`config.mk`:
```
export PLATFORM = sky130hd
export DESIGN_NAME = wdc_lane
export DESIGN_NICKNAME = d
export VERILOG_FILES = /design/src/hdl/windowed_dc_offset_estimator_defines.svh /design/src/hdl/wdc_pkg.sv /design/src/hdl/wdc_lane.sv
export SDC_FILE = /design/constraint.sdc
export NUM_CORES = 2
export LEC_CHECK = 0
export BUFFER_PORTS_ARGS = -buffer_cell sky130_fd_sc_hd__buf_4
export CORE_ASPECT_RATIO = 0.8
export CORE_MARGIN = 5
export CORE_UTILIZATION = 65
export DETAILED_ROUTE_END_ITERATION = 8
export PLACE_DENSITY = 0.82
export SETUP_SLACK_MARGIN = 0.3
export SYNTH_ARGS = -nofsm -noshare
export SYNTH_HDL_FRONTEND = slang
export SYNTH_SLANG_ARGS = --single-unit
```
`constraint.sdc`:
```
create_clock -name i_clk -period 27.3 [get_ports i_clk]
set_input_delay 1.365 -clock i_clk [delete_from_list [all_inputs] [get_ports i_clk]]
set_output_delay 1.365 -clock i_clk [all_outputs]
set_load 0.02 [all_outputs]
```
`src/hdl/windowed_dc_offset_estimator_defines.svh`:
```
// Assertion macros for the DC offset estimator.
`ifndef WINDOWED_DC_OFFSET_ESTIMATOR_DEFINES_SVH
`define WINDOWED_DC_OFFSET_ESTIMATOR_DEFINES_SVH
// Implication checked on every clock edge outside reset.
`define WDC_ASSERT_IMPL(lbl, clk, rst_n, a, c) \
    lbl: assert property (@(posedge clk) disable iff (!rst_n) (a) |-> (c)) \
        else $error("assertion failed");
// Implication whose consequent is checked in the cycle after the antecedent.
`define WDC_ASSERT_NEXT(lbl, clk, rst_n, a, c) \
    lbl: assert property (@(posedge clk) disable iff (!rst_n) (a) |=> (c)) \
        else $error("assertion failed");
`endif

```
`src/hdl/wdc_pkg.sv`:
```
// ----------------------------------------------------------------------------
// wdc_pkg
// Types and constants shared by the DC offset estimator.
// ----------------------------------------------------------------------------
`timescale 1ns / 1ps
package wdc_pkg;
    localparam int ACC_BITS  = 29;
    localparam int LEN_BITS  = 13;
    localparam int MAG_BITS  = 16;
    localparam int TOT_BITS  = 32;
    localparam int WIN_BITS  = 16;
    localparam int SQ_BITS   = 2 * ACC_BITS;
    localparam logic [LEN_BITS-1:0] LEN_RESET = 13'd1024;
    localparam logic FUNC_ROW   = 1'b0;
    localparam logic FUNC_FLUSH = 1'b1;

    typedef struct packed {
        logic               func;
        logic signed [15:0] re_ant0;
        logic signed [15:0] im_ant0;
        logic signed [15:0] re_ant1;
        logic signed [15:0] im_ant1;
        logic signed [15:0] re_ant2;
        logic signed [15:0] im_ant2;
        logic signed [15:0] re_ant3;
        logic signed [15:0] im_ant3;
    } t_req;

    typedef struct packed {
        logic [1:0]          antenna;
        logic [MAG_BITS-1:0] dc_magnitude;
        logic [MAG_BITS-1:0] mean_magnitude;
        logic [WIN_BITS-1:0] window_number;
        logic                last_of_run;
    } t_res;
endpackage

```
`src/hdl/wdc_lane.sv`:
```
// ----------------------------------------------------------------------------
// wdc_lane
// One antenna lane: saturating sums, then close math (divide, square,
// square root); the divide and the root are bit-serial, one bit per step.
// ----------------------------------------------------------------------------
`timescale 1ns / 1ps
module wdc_lane
    import wdc_pkg::*;
#(
    parameter int SAMPLE_BITS = 16
) (
    input  logic                      i_clk,
    input  logic                      i_rst_n,
    input  logic                      i_add,
    input  logic signed [15:0]        i_re,
    input  logic signed [15:0]        i_im,
    input  logic                      i_start,
    input  logic [LEN_BITS-1:0]       i_rows,
    output logic                      o_done,
    output logic [MAG_BITS:0]         o_mag
);
    typedef enum logic [4:0] {
        S_IDLE = 5'b00001, S_DIV = 5'b00010, S_SQ = 5'b00100,
        S_SQRT = 5'b01000, S_DONE = 5'b10000
    } t_state;

    localparam int QB = ACC_BITS - 1;
    localparam int SB = (SAMPLE_BITS > 16) ? 16 : SAMPLE_BITS;

    t_state r_state, n_state;
    logic signed [ACC_BITS-1:0] r_sre, r_sim;
    logic [QB-1:0] r_nre, r_nim;
    logic [QB-1:0] r_qre, r_qim;
    logic [LEN_BITS-1:0] r_rem_re, r_rem_im, r_div;
    logic [5:0] r_cnt;
    logic [SQ_BITS-1:0] r_x;
    logic [SQ_BITS-1:0] r_res, r_bit;

    logic signed [ACC_BITS:0] w_sum_re, w_sum_im;
    logic signed [ACC_BITS-1:0] w_sre, w_sim;
    logic signed [16:0] w_re, w_im;
    logic [LEN_BITS:0] w_tre, w_tim;
    logic [SQ_BITS-1:0] w_trial;
    logic [31:0] w_sq_re, w_sq_im;

    function automatic logic signed [ACC_BITS-1:0] sat(input logic signed [ACC_BITS:0] v);
        logic signed [ACC_BITS-1:0] hi;
        hi = {1'b0, {(ACC_BITS-1){1'b1}}};
        if (v > $signed({1'b0, hi})) return hi;
        if (v < $signed({1'b1, ~hi})) return ~hi;
        return v[ACC_BITS-1:0];
    endfunction

    assign w_re = (SAMPLE_BITS > 16) ? $signed({1'b0, i_re}) : 17'($signed(i_re[SB-1:0]));
    assign w_im = (SAMPLE_BITS > 16) ? $signed({1'b0, i_im}) : 17'($signed(i_im[SB-1:0]));
    assign w_sum_re = (ACC_BITS+1)'(r_sre) + (ACC_BITS+1)'(w_re);
    assign w_sum_im = (ACC_BITS+1)'(r_sim) + (ACC_BITS+1)'(w_im);
    assign w_sre = sat(w_sum_re);
    assign w_sim = sat(w_sum_im);
    assign w_tre = {r_rem_re, r_nre[QB-1]} - {1'b0, r_div};
    assign w_tim = {r_rem_im, r_nim[QB-1]} - {1'b0, r_div};
    assign w_trial = r_res + r_bit;
    assign w_sq_re = r_qre[15:0] * r_qre[15:0];
    assign w_sq_im = r_qim[15:0] * r_qim[15:0];

    always_comb begin
        n_state = r_state;
        unique case (r_state)
            S_IDLE: if (i_start) n_state = S_DIV;
            S_DIV:  if (r_cnt == 6'(QB - 1)) n_state = S_SQ;
            S_SQ:   n_state = S_SQRT;
            S_SQRT: if (r_cnt == 6'(SQ_BITS / 2 - 1)) n_state = S_DONE;
            S_DONE: n_state = S_IDLE;
            default: n_state = S_IDLE;
        endcase
    end

    always_ff @(posedge i_clk) begin
        if (!i_rst_n) begin
            r_state <= S_IDLE;
            r_sre <= '0;
            r_sim <= '0;
        end else begin
            r_state <= n_state;
            if (i_start) begin
                r_sre <= '0;
                r_sim <= '0;
            end else if (i_add) begin
                r_sre <= w_sre;
                r_sim <= w_sim;
            end
        end
    end

    always_ff @(posedge i_clk) begin
        unique case (r_state)
            S_IDLE: begin
                r_nre <= r_sre[ACC_BITS-1] ? QB'(-r_sre) : QB'(r_sre);
                r_nim <= r_sim[ACC_BITS-1] ? QB'(-r_sim) : QB'(r_sim);
                r_rem_re <= '0;
                r_rem_im <= '0;
                r_div <= i_rows;
                r_cnt <= '0;
            end
            S_DIV: begin
                r_nre <= r_nre << 1;
                r_nim <= r_nim << 1;
                if (!w_tre[LEN_BITS]) begin
                    r_rem_re <= w_tre[LEN_BITS-1:0];
                    r_qre <= {r_qre[QB-2:0], 1'b1};
                end else begin
                    r_rem_re <= {r_rem_re[LEN_BITS-2:0], r_nre[QB-1]};
                    r_qre <= {r_qre[QB-2:0], 1'b0};
                end
                if (!w_tim[LEN_BITS]) begin
                    r_rem_im <= w_tim[LEN_BITS-1:0];
                    r_qim <= {r_qim[QB-2:0], 1'b1};
                end else begin
                    r_rem_im <= {r_rem_im[LEN_BITS-2:0], r_nim[QB-1]};
                    r_qim <= {r_qim[QB-2:0], 1'b0};
                end
                r_cnt <= (r_cnt == 6'(QB - 1)) ? '0 : r_cnt + 6'd1;
            end
            S_SQ: begin
                r_x <= SQ_BITS'(w_sq_re) + SQ_BITS'(w_sq_im);
                r_res <= '0;
                r_bit <= SQ_BITS'(1) << (SQ_BITS - 2);
            end
            S_SQRT: begin
                if (r_x >= w_trial) begin
                    r_x <= r_x - w_trial;
                    r_res <= (r_res >> 1) + r_bit;
                end else begin
                    r_res <= r_res >> 1;
                end
                r_bit <= r_bit >> 2;
                r_cnt <= r_cnt + 6'd1;
            end
            S_DONE: begin
                r_cnt <= '0;
            end
            default: r_cnt <= '0;
        endcase
    end

    assign o_done = (r_state == S_DONE);
    assign o_mag  = (MAG_BITS+1)'(r_res);
endmodule

```
==> flow_metrics.py <==
metrics = {
    "timing": {
        "worst_pin_slew_ps": 1150,
        "rsz0062_at_grt": "no",
        "fin_worst_skew_ps": 23.1,
        "finalSetupViolCount": 0,
        "relSlewSlack": 0.230,
        "period_needed_ps": 8040,
        "slew_violations": 0,
        "max_clock_freq_ghz": 0.124,
        "timing.final.ws_setup_ps": 19260,
        "finalHoldViolations": 0,
        "setup_tns_ps": 0,
        "min_period_over_period": 0.294,
    },
    "flow_run": {
        "maxCapViolCount": 0,
    },
    "logic_synthesis": {
        "synth_area_leaders": "edfxtp_1 20%, fa_1 19%, ha_1 12%",
        "synth.top_cell.area_share": 0.204,
        "synth_flop_cell": "edfxtp_1",
        "ys_types": 100,
        "seq_area_frac_synth": 0.235,
        "synth_nets": 5296,
        "avgSynthCellArea_sq_um": 9.17,
        "synth_top_area_cell": "edfxtp_1",
        "synthArstFlopShare": 0,
        "synthCells": 4454,
        "synth_edf_count": 278,
        "synth_area_sq_mm": 0.0408,
        "ys_seq_elements": 341,
        "yosysWarnings": 0,
    },
    "placement": {
        "place_worst_setup_slack_ps": 19300,
        "dp_hpwl_microns": 71900,
        "io_buffers": 66,
        "gp_congestion": 0.910,
    },
    "drt": {
        "route.detailed.drc": 0,
        "via_count": 31452,
        "finalWirelength_microns": 93000,
        "antenna_left": 0,
        "first_iter_violations": 2469,
        "wl_per_cell_microns": 17.6,
        "via_per_inst": 5.95,
        "drtPass1Iterations": 6,
    },
    "die": {
        "die_w_microns": 290,
        "die_h_microns": 234,
        "start_util": 0.654,
        "rows": 82,
        "core-area_sq_mm": 0.0625,
        "dieArea_sq_mm": 0.0680,
        "io_pins": 67,
    },
    "cts": {
        "ctsRootBufferMaster": "clkbuf_16",
        "cts_htree_levels": 2,
        "cts_sinks": 341,
        "cts_tree": "yes",
        "cts_resized": 0,
        "path_clk_slew_ps": 60,
        "insertion_delay_ps": 580,
        "post_cts_buffers": 0,
        "cts_buffers": 41,
        "clockBufferDepth": 3,
        "cts_hold_buf": 0,
    },
    "setup_path": {
        "crit_arrival_ps": 8320,
        "cp_slowest_stage_delay_ps": 870,
        "crit_top_cell": "fa_1",
        "worst_setup_path_end_kind": "register",
        "cp-start-kind": "register",
        "crit_path_max_fanout": 20,
        "crit_chain": "nand2_1, xor2_1, ha_1, a21o_1, fa_1, fa_1, fa_1, fa_1, fa_1, fa_1, inv_1, fa_1, inv_1, ha_1, a211o_1, a21oi_1, o2111a_1, o221ai_1, nand2_1, o221ai_1, nand2b_1, a31oi_1, xnor2_1, o21ai_0",
        "critPathKind": "register to register",
        "critPathSlowestCell": "edfxtp_1",
        "cp.required_ps": 27580,
    },
    "layout": {
        "layout-drive-gt1-share": 0.0515,
        "mostFrequentLayoutCells": "622 x inv_1, 402 x ha_1, 391 x fa_1, 369 x nand2_1, 299 x nor2_1",
        "antennaDiodeCount": 0,
        "final_common_cell": "inv_1",
        "final_nets": 5253,
        "syn2layout_area_growth_pct": 5.61,
    },
    "global_routing": {
        "grt_pass1_vias": 31521,
        "grt_max_degree": 95,
        "grt_overflow": 0,
        "antenna_found_initial": 2,
        "track_usage": 0.274,
        "grt_first_pass_wirelength_microns": 156000,
    },
    "status": {
        "outcome": "completed",
    },
    "min_path": {
        "hp-class": "register to register",
    },
}
-- cell families (layout without fill, tap and decap cells) --
group                    Yosys count  after routing  synth area share
XOR/XNOR                         307            307            0.0660
multiplexers                      36             36           0.00891
buffers and inverters            791            780            0.0752
AND/OR/NAND/NOR                 1163           1163             0.137
flip-flops                       341            341             0.235
AO/OA/AOI/OAI                    995            995             0.156
adder cells (fa/ha/maj)          821            821             0.322
-- layout make-up --
| type | instances | area (sq um) |
|---|---|---|
| Fill cell | 4846 | 19300 |
| Inverter | 624 | 2350 |
| Tap cell | 840 | 1050 |
| Multi-Input combinational cell | 3322 | 28200 |
| Clock inverter | 25 | 229 |
| Timing Repair Buffer | 81 | 608 |
| Sequential cell | 341 | 9610 |
| Clock buffer | 50 | 1080 |
-- cells in the mapped netlist (34+ instances only) --
library cell	n
inv_1	623
ha_1	402
fa_1	391
nand2_1	372
nor2_1	299
edfxtp_1	278
o21ai_0	271
a21oi_1	257
and2_1	167
xor2_1	156
xnor2_1	150
clkbuf_1	126
a21o_1	104
a31oi_1	64
dfxtp_1	63
nor2b_1	52
nand3_1	50
a211oi_1	41
o21a_1	38
nor3_1	35
nand4_1	34
-- worst max-delay path, delay by kind of cell (launching register included) --
kind	cells	cell delay (ps)
xor gates and xnor gates	2	330
AOI/OAI and AO/OA	8	1680
and+or+nand+nor	3	610
buffers and inverters	2	110
DFF	1	870
adders and majority gates	9	4140
-- through the flow --
stage / hold slack [ps] / cell area, sq um / utilization / std cells
2_1_floorplan: 424 / 40800 / - / 4454
3_3_place_gp: 502 / 41800 / 0.669 / 5208
3_5_place_dp: 510 / 41800 / 0.669 / 5208
4_1_cts: 506 / 43100 / 0.690 / 5283
5_1_grt: 545 / 43100 / 0.690 / 5283
6_report: 514 / 43100 / 0.690 / 5283
-- path summary, 6_finish.rpt --
check | startpoint | endpoint | slack, ps | cells past startpoint
max | r_qim[4]$_DFFE_PP_ | r_x[32]$_DFFE_PP_ | 19260 | 24
min | r_nim[1]$_DFFE_PN_ | r_nim[2]$_DFFE_PN_ | 510 | 2
max reg2reg | r_qim[4]$_DFFE_PP_ | r_x[32]$_DFFE_PP_ | 19260 | 24
min reg2reg | r_nim[1]$_DFFE_PN_ | r_nim[2]$_DFFE_PN_ | 510 | 2
-- registers in the layout, indices dropped and copies added (netlist names), 16 cells and up --
name and count:
r_res 58, r_x 58, r_bit 29, r_sim 29, r_sre 29, r_nim 28, r_nre 28, r_qim 16
r_qre 16
-- routing by layer --
layer,GRT usage,up-vias,part of all wire
li1,-,15023,-
met1,0.390,15148,0.45
met4,0.0657,4,0.023
met3,0.0513,150,0.081
met2,0.441,1127,0.45
met5,0,-,0.00023
Power is not shown: default switching activity piles up to over one toggle a cycle in this logic, so the estimate is an artifact.
